## src/rtl/bsh_pkg.sv

```systemverilog
package bsh_pkg;

  localparam int LaneW = 64;
  localparam int ByteW = 8;
  localparam int PosW = 5;
  localparam int StepW = 4;
  localparam int QueuePtrW = 2;
  localparam int QueueDepth = 1 << QueuePtrW;
  localparam int QueueCntW = QueuePtrW + 1;

  localparam logic [LaneW-1:0] GoldenRatio = 64'h9e3779b97f4a7c13;
  localparam logic [PosW-1:0] BlockLastPos = 5'd23;
  localparam logic [StepW-1:0] MixLastStep = 4'd11;

  localparam logic [1:0] LaneSelA = 2'd0;
  localparam logic [1:0] LaneSelB = 2'd1;
  localparam logic [1:0] LaneSelC = 2'd2;

  typedef struct packed {
    logic [LaneW-1:0] seed;
    logic [LaneW-1:0] word_a;
    logic [LaneW-1:0] word_b;
    logic [LaneW-1:0] word_c;
    logic [LaneW-1:0] key_len;
    logic             first;
    logic             blk;
    logic             fin;
  } cmd_t;

endpackage

```

## src/rtl/byte_stream_hash64.sv

```systemverilog
// Streaming 64-bit key hash. Key bytes enter one per transfer on the input
// queue port (push/full) with has_byte and last; an item with has_byte low
// and last high ends an empty key, and one with both low is ignored. The
// hash of a key leaves on the result queue port (empty/pop) as hash_value.
// The seed is written on the cfg_valid/cfg_ready channel; cfg_ready is
// always high, and a write taken before the first byte of a key seeds that
// key, otherwise the next one.
// The front packs bytes into 24-byte blocks at one byte per cycle while
// the queue is not full, and hands blocks and key ends to the back through
// a four-entry command queue. The back loads a command and mixes it with
// one row per cycle; a key end then goes to a done state that registers
// the result, and a key ending on a block edge first adds the length in a
// tail step and mixes again. Long keys stream at one byte per cycle while
// the queue is not full; short keys are limited by the mixing unit.
// While a result waits unread the back holds the next finished hash and the
// queue keeps accepting until full; full then holds off the sender.
// Reset empties the queue and the result port and clears the seed to zero.
module byte_stream_hash64 (
  input  logic        clk,
  input  logic        rst,
  input  logic        push,
  output logic        full,
  input  logic [7:0]  data_byte,
  input  logic        has_byte,
  input  logic        last,
  output logic        empty,
  input  logic        pop,
  output logic [63:0] hash_value,
  input  logic        cfg_valid,
  output logic        cfg_ready,
  input  logic [63:0] cfg_data
);

  bsh_pkg::cmd_t cmd_in;
  bsh_pkg::cmd_t cmd_out;
  logic          cmd_push;
  logic          q_full;
  logic          q_empty;
  logic          q_pop;

  bsh_front u_front (
    .clk       (clk),
    .rst       (rst),
    .push      (push),
    .full      (full),
    .data_byte (data_byte),
    .has_byte  (has_byte),
    .last      (last),
    .cfg_valid (cfg_valid),
    .cfg_ready (cfg_ready),
    .cfg_data  (cfg_data),
    .cmd       (cmd_in),
    .cmd_push  (cmd_push),
    .q_full    (q_full)
  );

  bsh_fifo u_fifo (
    .clk     (clk),
    .rst     (rst),
    .wr      (cmd_push),
    .wr_data (cmd_in),
    .full    (q_full),
    .rd      (q_pop),
    .rd_data (cmd_out),
    .empty   (q_empty)
  );

  bsh_back u_back (
    .clk        (clk),
    .rst        (rst),
    .cmd        (cmd_out),
    .q_empty    (q_empty),
    .q_pop      (q_pop),
    .hash_value (hash_value),
    .empty      (empty),
    .pop        (pop)
  );

endmodule

```

## src/rtl/bsh_front.sv

```systemverilog
module bsh_front (
  input  logic                    clk,
  input  logic                    rst,
  input  logic                    push,
  output logic                    full,
  input  logic [7:0]              data_byte,
  input  logic                    has_byte,
  input  logic                    last,
  input  logic                    cfg_valid,
  output logic                    cfg_ready,
  input  logic [63:0]             cfg_data,
  output bsh_pkg::cmd_t           cmd,
  output logic                    cmd_push,
  input  logic                    q_full
);

  logic [bsh_pkg::LaneW-1:0] initial_level;
  logic [bsh_pkg::LaneW-1:0] seed;
  logic [bsh_pkg::LaneW-1:0] word_a;
  logic [bsh_pkg::LaneW-1:0] word_b;
  logic [bsh_pkg::LaneW-1:0] word_c;
  logic [bsh_pkg::LaneW-1:0] word_a_next;
  logic [bsh_pkg::LaneW-1:0] word_b_next;
  logic [bsh_pkg::LaneW-1:0] word_c_next;
  logic [bsh_pkg::LaneW-1:0] key_len;
  logic [bsh_pkg::LaneW-1:0] key_len_next;
  logic [bsh_pkg::PosW-1:0]  pos;
  logic                      first_pending;
  logic                      accept;
  logic                      block_done;
  logic [5:0]                slot;

  assign full = q_full;
  assign cfg_ready = 1'b1;
  assign accept = push && !q_full;
  assign block_done = has_byte && (pos == bsh_pkg::BlockLastPos);
  assign key_len_next = key_len + {{(bsh_pkg::LaneW-1){1'b0}}, has_byte};
  assign slot = {pos[2:0], 3'b000};

  always_comb begin
    word_a_next = word_a;
    word_b_next = word_b;
    word_c_next = word_c;
    if (has_byte) begin
      case (pos[4:3])
        bsh_pkg::LaneSelA: word_a_next[slot +: bsh_pkg::ByteW] = data_byte;
        bsh_pkg::LaneSelB: word_b_next[slot +: bsh_pkg::ByteW] = data_byte;
        bsh_pkg::LaneSelC: word_c_next[slot +: bsh_pkg::ByteW] = data_byte;
        default: ;
      endcase
    end
  end

  assign cmd_push = accept && (block_done || last);

  always_comb begin
    cmd.seed    = (key_len == '0) ? initial_level : seed;
    cmd.word_a  = word_a_next;
    cmd.word_b  = word_b_next;
    cmd.word_c  = word_c_next;
    cmd.key_len = key_len_next;
    cmd.first   = first_pending;
    cmd.blk     = block_done;
    cmd.fin     = last;
  end

  always_ff @(posedge clk) begin
    if (rst) begin
      initial_level <= '0;
      word_a        <= '0;
      word_b        <= '0;
      word_c        <= '0;
      key_len       <= '0;
      pos           <= '0;
      first_pending <= 1'b1;
    end else begin
      if (cfg_valid) begin
        initial_level <= cfg_data;
      end
      if (accept) begin
        if (cmd_push) begin
          word_a        <= '0;
          word_b        <= '0;
          word_c        <= '0;
          first_pending <= last;
        end else begin
          word_a <= word_a_next;
          word_b <= word_b_next;
          word_c <= word_c_next;
        end
        if (block_done || last) begin
          pos <= '0;
        end else if (has_byte) begin
          pos <= pos + 1'b1;
        end
        key_len <= last ? '0 : key_len_next;
      end
    end
  end

  always_ff @(posedge clk) begin
    if (key_len == '0) begin
      seed <= initial_level;
    end
  end

endmodule

```

## src/rtl/bsh_fifo.sv

```systemverilog
module bsh_fifo (
  input  logic          clk,
  input  logic          rst,
  input  logic          wr,
  input  bsh_pkg::cmd_t wr_data,
  output logic          full,
  input  logic          rd,
  output bsh_pkg::cmd_t rd_data,
  output logic          empty
);

  bsh_pkg::cmd_t                 slots [bsh_pkg::QueueDepth];
  logic [bsh_pkg::QueuePtrW-1:0] wr_ptr;
  logic [bsh_pkg::QueuePtrW-1:0] rd_ptr;
  logic [bsh_pkg::QueueCntW-1:0] count;
  logic                          do_wr;
  logic                          do_rd;

  assign full = (count == bsh_pkg::QueueCntW'(bsh_pkg::QueueDepth));
  assign empty = (count == '0);
  assign do_wr = wr && !full;
  assign do_rd = rd && !empty;
  assign rd_data = slots[rd_ptr];

  always_ff @(posedge clk) begin
    if (do_wr) begin
      slots[wr_ptr] <= wr_data;
    end
  end

  always_ff @(posedge clk) begin
    if (rst) begin
      wr_ptr <= '0;
      rd_ptr <= '0;
      count  <= '0;
    end else begin
      if (do_wr) begin
        wr_ptr <= wr_ptr + 1'b1;
      end
      if (do_rd) begin
        rd_ptr <= rd_ptr + 1'b1;
      end
      case ({do_wr, do_rd})
        2'b10:   count <= count + 1'b1;
        2'b01:   count <= count - 1'b1;
        default: ;
      endcase
    end
  end

endmodule

```

## src/rtl/bsh_back.sv

```systemverilog
module bsh_back (
  input  logic          clk,
  input  logic          rst,
  input  bsh_pkg::cmd_t cmd,
  input  logic          q_empty,
  output logic          q_pop,
  output logic [63:0]   hash_value,
  output logic          empty,
  input  logic          pop
);

  typedef enum logic [3:0] {
    ST_IDLE = 4'b0001,
    ST_MIX  = 4'b0010,
    ST_TAIL = 4'b0100,
    ST_DONE = 4'b1000
  } state_t;

  state_t                     state;
  logic [bsh_pkg::StepW-1:0]  step;
  logic                       fin;
  logic                       tail;
  logic                       out_valid;
  logic                       out_valid_next;
  logic                       out_free;
  logic                       out_load;
  logic [bsh_pkg::LaneW-1:0]  lane_a;
  logic [bsh_pkg::LaneW-1:0]  lane_b;
  logic [bsh_pkg::LaneW-1:0]  lane_c;
  logic [bsh_pkg::LaneW-1:0]  key_len;
  logic [bsh_pkg::LaneW-1:0]  mix_a;
  logic [bsh_pkg::LaneW-1:0]  mix_b;
  logic [bsh_pkg::LaneW-1:0]  mix_c;
  logic [bsh_pkg::LaneW-1:0]  base_a;
  logic [bsh_pkg::LaneW-1:0]  base_b;
  logic [bsh_pkg::LaneW-1:0]  base_c;
  logic [bsh_pkg::LaneW-1:0]  add_c;

  assign q_pop = (state == ST_IDLE) && !q_empty;
  assign out_free = !out_valid || pop;
  assign out_load = (state == ST_DONE) && out_free;
  assign out_valid_next = out_load ? 1'b1 : (out_valid && !pop);
  assign empty = !out_valid;

  // One row of the mixing function per cycle; each row sees the rows before it.
  always_comb begin
    mix_a = lane_a;
    mix_b = lane_b;
    mix_c = lane_c;
    unique case (step)
      4'd0:    mix_a = (lane_a - lane_b - lane_c) ^ (lane_c >> 43);
      4'd1:    mix_b = (lane_b - lane_c - lane_a) ^ (lane_a << 9);
      4'd2:    mix_c = (lane_c - lane_a - lane_b) ^ (lane_b >> 8);
      4'd3:    mix_a = (lane_a - lane_b - lane_c) ^ (lane_c >> 38);
      4'd4:    mix_b = (lane_b - lane_c - lane_a) ^ (lane_a << 23);
      4'd5:    mix_c = (lane_c - lane_a - lane_b) ^ (lane_b >> 5);
      4'd6:    mix_a = (lane_a - lane_b - lane_c) ^ (lane_c >> 35);
      4'd7:    mix_b = (lane_b - lane_c - lane_a) ^ (lane_a << 49);
      4'd8:    mix_c = (lane_c - lane_a - lane_b) ^ (lane_b >> 11);
      4'd9:    mix_a = (lane_a - lane_b - lane_c) ^ (lane_c >> 12);
      4'd10:   mix_b = (lane_b - lane_c - lane_a) ^ (lane_a << 18);
      4'd11:   mix_c = (lane_c - lane_a - lane_b) ^ (lane_b >> 22);
      default: ;
    endcase
  end

  always_comb begin
    base_a = cmd.first ? cmd.seed : lane_a;
    base_b = cmd.first ? cmd.seed : lane_b;
    base_c = cmd.first ? bsh_pkg::GoldenRatio : lane_c;
    add_c  = cmd.blk ? cmd.word_c : (cmd.key_len + (cmd.word_c << 8));
  end

  always_ff @(posedge clk) begin
    if (rst) begin
      state     <= ST_IDLE;
      step      <= '0;
      fin       <= 1'b0;
      tail      <= 1'b0;
      out_valid <= 1'b0;
    end else begin
      out_valid <= out_valid_next;
      unique case (state)
        ST_IDLE: begin
          if (!q_empty) begin
            fin   <= cmd.fin;
            tail  <= cmd.blk && cmd.fin;
            step  <= '0;
            state <= ST_MIX;
          end
        end
        ST_MIX: begin
          if (step == bsh_pkg::MixLastStep) begin
            step <= '0;
            if (tail) begin
              state <= ST_TAIL;
            end else if (fin) begin
              state <= ST_DONE;
            end else begin
              state <= ST_IDLE;
            end
          end else begin
            step <= step + 1'b1;
          end
        end
        ST_TAIL: begin
          tail  <= 1'b0;
          state <= ST_MIX;
        end
        ST_DONE: begin
          if (out_free) begin
            state <= ST_IDLE;
          end
        end
        default: state <= ST_IDLE;
      endcase
    end
  end

  always_ff @(posedge clk) begin
    unique case (state)
      ST_IDLE: begin
        if (!q_empty) begin
          lane_a  <= base_a + cmd.word_a;
          lane_b  <= base_b + cmd.word_b;
          lane_c  <= base_c + add_c;
          key_len <= cmd.key_len;
        end
      end
      ST_MIX: begin
        lane_a <= mix_a;
        lane_b <= mix_b;
        lane_c <= mix_c;
      end
      ST_TAIL: lane_c <= lane_c + key_len;
      ST_DONE: begin
        if (out_free) begin
          hash_value <= lane_c;
        end
      end
      default: ;
    endcase
  end

endmodule

```

## config.mk

```make
export PLATFORM = sky130hd
export DESIGN_NAME = byte_stream_hash64
export DESIGN_NICKNAME = d
export VERILOG_FILES = /design/src/rtl/bsh_pkg.sv /design/src/rtl/byte_stream_hash64.sv /design/src/rtl/bsh_front.sv /design/src/rtl/bsh_fifo.sv /design/src/rtl/bsh_back.sv
export SDC_FILE = /design/constraint.sdc
export NUM_CORES = 2
export LEC_CHECK = 0
export BUFFER_PORTS_ARGS = -buffer_cell sky130_fd_sc_hd__buf_4
export CORE_UTILIZATION = 50
export DETAILED_ROUTE_END_ITERATION = 6
export GPL_ROUTABILITY_DRIVEN = 0
export PLACE_DENSITY = 0.66
export RECOVER_POWER = 100
export SYNTH_ARGS = -nofsm -noshare
export SYNTH_HDL_FRONTEND = slang
export SYNTH_SLANG_ARGS = --single-unit
```

## constraint.sdc

```tcl
create_clock -name clk -period 13.9 [get_ports clk]
set_input_delay 3.475 -clock clk [delete_from_list [all_inputs] [get_ports clk]]
set_output_delay 3.475 -clock clk [all_outputs]
set_load 0.005 [all_outputs]
```

Yosys cells after proc, flatten, opt, wreduce, memory -nomap -nowiden
Memories as Yosys holds them, arrays and structs flattened. A register that Yosys moved wholly into a read port is not among the register bits. Index checks and enable logic that the tools add are counted.

Input bits: 79. Bits in registers: 728. Latch bits: 0. ROM bits: 0. Memory bits (writable): 1292. Memories kept: 1. Output and inout bits: 67. Word-level logic and storage cells: 163.

Divide/modulo/power cells: 0. Reduce and logical (&&, ||, !) cells: 34. Equal/unequal tests: 27. $mul: 0. $lt $le $gt $ge: 0. Bitwise operators: 13. Shift-type cells: 2. $add $sub $neg: 19. Muxes and demuxes: 46.

Memories: u_fifo.slots (depth 4, width 323, read ports 1, clocked after Yosys merged registers in 1, wr ports 1, line bsh_fifo.sv:12) `bsh_pkg::cmd_t slots [bsh_pkg::QueueDepth];`.

Operators with widths (number): $mux W64 (18); $pmux W64 S4 (3); $sub A64 B64 Y64 (6); $add A64 B64 Y64 (5); $pmux W64 S2 (2); $xor A64 B64 Y64 (4); $bwmux W64 (3); $pmux W64 S3 (1); $add A64 B1 Y64 (1); $logic_not A64 Y1 (1); $shift A8 B8 Y64 const A (1); $shiftx A8 B8 Y64 (1); $xor A64 B21 Y64 (1); $xor A64 B26 Y64 (1); $xor A64 B29 Y64 (1); $xor A64 B42 Y64 (1); $xor A64 B52 Y64 (1); $xor A64 B53 Y64 (1); $xor A64 B56 Y64 (1); $xor A64 B59 Y64 (1); $mux W4 (7); $eq A4 B3 Y1 const B (5); $eq A4 B4 Y1 const B (5); $pmux W4 S4 (1); 33 further kinds (69).

Logic depth before layout (Yosys ltp)
Depth after elaboration: 7. Mapped depth: 33. Depth with buffers taken out: 28.

Modules after synthesis
A second synthesis with hierarchy kept.

Cell total of the unflattened synthesis: 10637. Area, all modules: 119394.5 um2.

By module, submodules not included: bsh_back (cells an instance 6653, area each 53726.5 um2, times used 1, seq. area each 9829.4 um2); bsh_fifo (cells an instance 1741, area each 47088.9 um2, times used 1, seq. area each 38977.4 um2); bsh_front (cells an instance 2243, area each 18579.1 um2, times used 1, seq. area each 7807.5 um2).

Worst setup path before layout
OpenSTA, ideal clock, no wires.

Path type: input -> register. From: input port has_byte. To: memory u_fifo.slots[1][0] (netlist bit) (enable). Buffers on the path: 1. Stages on the path: 6. Arrival: 11968 ps. Path slack: 1206 ps. Library setup time: 726 ps. Data required time: 13174 ps. Path through: clkbuf_1 nand3b_1 nor3_1 nor2_1 nor2_1 and2_1.

RTL lines: start: declaration (line byte_stream_hash64.sv:24) `input logic has_byte,`; end: declaration (line bsh_fifo.sv:12).

==> flow_summary.ini <==
[critical_path]
crit_path_end_kind = flip-flop
worstPathRequired_ps = 14500
cp-start-kind = flip-flop
crit_chain = clkbuf_1 -> mux2_2 -> o21ai_1 -> nor2_1 -> a21oi_1 -> inv_1 -> ha_1 -> a211o_1 -> a31oi_1 -> nand4b_1 -> a211oi_1 -> a21oi_1 -> clkbuf_1 -> o311ai_1 -> a41o_1 -> nor2_1 -> o41ai_1 -> xnor2_1 -> nand2_1 -> o21ai_0
path_max_fanout = 42
crit_type = reg2reg
critPathArrivalTime_ps = 11890
slowest_stage = clkbuf_1
ff2ff_path_depth = 20
max_stage_delay_ps = 2400

[route]
wl_per_cell_um = 29.8
drcViolationCount = 164
routed-via-count = 91216
routed_wl_um = 406000
viasPerCell = 6.69
ant_nets = 0
first_pass_iters = 7
drtIter0Drc = 13469

[placed_design]
io_buffers = 144
post_dp_cell_area_um2 = 123000
place_hpwl_um = 292000

[logic_synthesis]
synth_compound_area_share_pct = 15.6
synth_top_area_share_pct = 40.8
ys.flop_type = edfxtp_1
syn_nets = 11184
synthSimpleGateAreaFrac_pct = 8.86
synth.area.top_cells = edfxtp_1 (41%), dfxtp_1 (6.9%), mux4_2 (6.1%)
synthArstFlopShare_pct = 0
syn_inst = 10394
synthMuxAreaShare_pct = 9.75
synth_top_family_by_area = compound AO/OA/AOI/OAI gates
synth_cell_types = 119
yosysMostFrequentCell = edfxtp_1
synth_top_cell_by_area = edfxtp_1
synthAdderAreaFrac_pct = 8.73
ys_ff_latch = 2022
synthTopCellsByCount = edfxtp_1 (1612), nor2_1 (814), a21oi_1 (780)
synth_xor_area_share_pct = 6.20
synth-edff-count = 1612
yosysWarnings = 0
yosysSeqAreaShare_pct = 47.7
syn_avg_cell_area_um2 = 11.4
synth.cell_area_um2 = 119000

[sta]
hold_ws_ps = 483
max_freq_mhz = 88.6
final-setup-viol-count = 0
grt_setup_unrepaired = false
drv_slew = 1510
fin_crit_sh_pct = 81.2
worstMarginPinSlew_ps = 4120
period_needed_ps = 11290
clock_skew_ps = 75.2
setup_tns_ps = 0
relSlewSlack_pct = -175
finalHoldViolations = 0

[outcome]
violations = DRC, capacitance limit, slew limit
status = finished with violations

[clock_tree]
path_clk_slew_ps = 70
cts.sinks = 2022
clkLatencyLatePin_ps = 930
post_cts_resized = 0
cts_tree = done
cts_setup_buffers = 0
clk_path_buf_depth = 3
cts_hold_buf = 0
htree_levels = 4
cts_made_buffers = 210
root_buffer = clkbuf_16

[floorplan]
dieArea_um2 = 239000
start_util_pct = 50.3
pin_count = 146
fp-row-count = 178
die_w_um = 489
die_y_um = 489
coreArea_um2 = 236000

[layout]
fillers = 19899
design_area_um2 = 129000
regMostFlops = u_fifo.slots
drive_gt1_share_pct = 9.24
largest_reg_flops = 1292
area_delta_synth_final_pct = 9.05
final_nets = 11050

[global_route]
grt_max_degree = 122
grt_usage_pct = 33.3
grt_pass1_wl_um = 582000
globalRouteOverflowTotal = 0
antenna_found_initial = 44
grt_pass1_vias = 85147

[job]
cap_violations = 39

[hold_path]
worstHoldStart = u_front.key_len[0]
worstHoldPathCells = 2
hp-class = reg2reg
-- per-stage QoR --
| stage | std cells | util (%) | setup WS (ps) |
|---|---|---|---|
| after CTS | 13597 | 55.0 | 4920 |
| after global placement | 13198 | 52.0 | 4970 |
| after detailed placement | 13198 | 52.0 | 4950 |
| after floorplan | 10394 | - | 1210 |
| after global routing | 13601 | 54.9 | 2250 |
| final | 13626 | 54.9 | 2610 |
-- placed cells by master, fill, tap and decap left out, types with 35 or more instances in the layout --
master / count
a222oi_1: 52
xor2_1: 224
nor3_1: 109
a211oi_1: 45
o31ai_1: 40
a21o_1: 382
mux4_2: 320
a22oi_1: 258
fa_1: 195
mux2i_1: 119
edfxtp_1: 1612
o221ai_1: 62
clkbuf_1: 116
dfxtp_1: 409
nor4_1: 41
nor2_1: 813
xnor2_1: 598
o21ai_0: 581
clkbuf_16: 210
nor2b_1: 50
nand3_1: 145
nand2_1: 675
nand2b_1: 51
o21a_1: 56
and3_1: 76
and2_1: 49
buf_4: 147
a31oi_1: 60
a21oi_1: 780
o21bai_1: 96
nand4_1: 128
o211ai_1: 65
clkbuf_4: 57
ha_1: 516
o22ai_1: 114
inv_1: 332
clkinv_2: 35
mux2_1: 257
-- layer usage --
metal  part of all wire [%]  track usage (%)  up-vias
met5                  0.056                0        -
met2                     42             47.7     6312
met4                    7.5             21.1       28
li1                       -                -    38887
met1                     38             44.1    44476
met3                     13             9.78     1513
-- worst max-delay path: cells and delay by family, from the launching register on --
kind	cells	cell delay (ps)
compound gates	10	4800
fa+ha+maj	1	310
xor+xnor	1	120
buf+inv	3	2770
mux	1	500
simple gates	4	680
flops	1	1720
-- logic make-up after synthesis --
kind of cell / after synthesis
simple gates: 2285
compound gates: 2865
mux: 719
xor+xnor: 829
fa+ha+maj: 711
flops: 2022
buf+inv: 962
other cells: 1
-- cell type report --
type / count / area, um^2 / share of cell area, %
clock inverters: 127 / 1580 / 1.22
repair buffers: 278 / 1990 / 1.54
flip-flops and latches: 2022 / 56600 / 43.8
clock buffers: 272 / 5580 / 4.31
well taps: 3150 / 3940 / 3.05
multi-input cells: 7410 / 58300 / 45.1
inverters: 338 / 1270 / 0.981
diodes: 29 / 72.6 / 0.0561
-- final timing paths --
| kind | endpoint | slack, ps |
|---|---|---|
| setup reg to reg | u_back.lane_a[63] | 2610 |
| setup / recovery | u_back.lane_a[63] | 2610 |
| hold / removal | u_front.key_len[0] | 480 |
| hold reg to reg | u_front.key_len[0] | 480 |
Power is not shown: default switching activity piles up to over one toggle a cycle in this logic, so the estimate is an artifact.
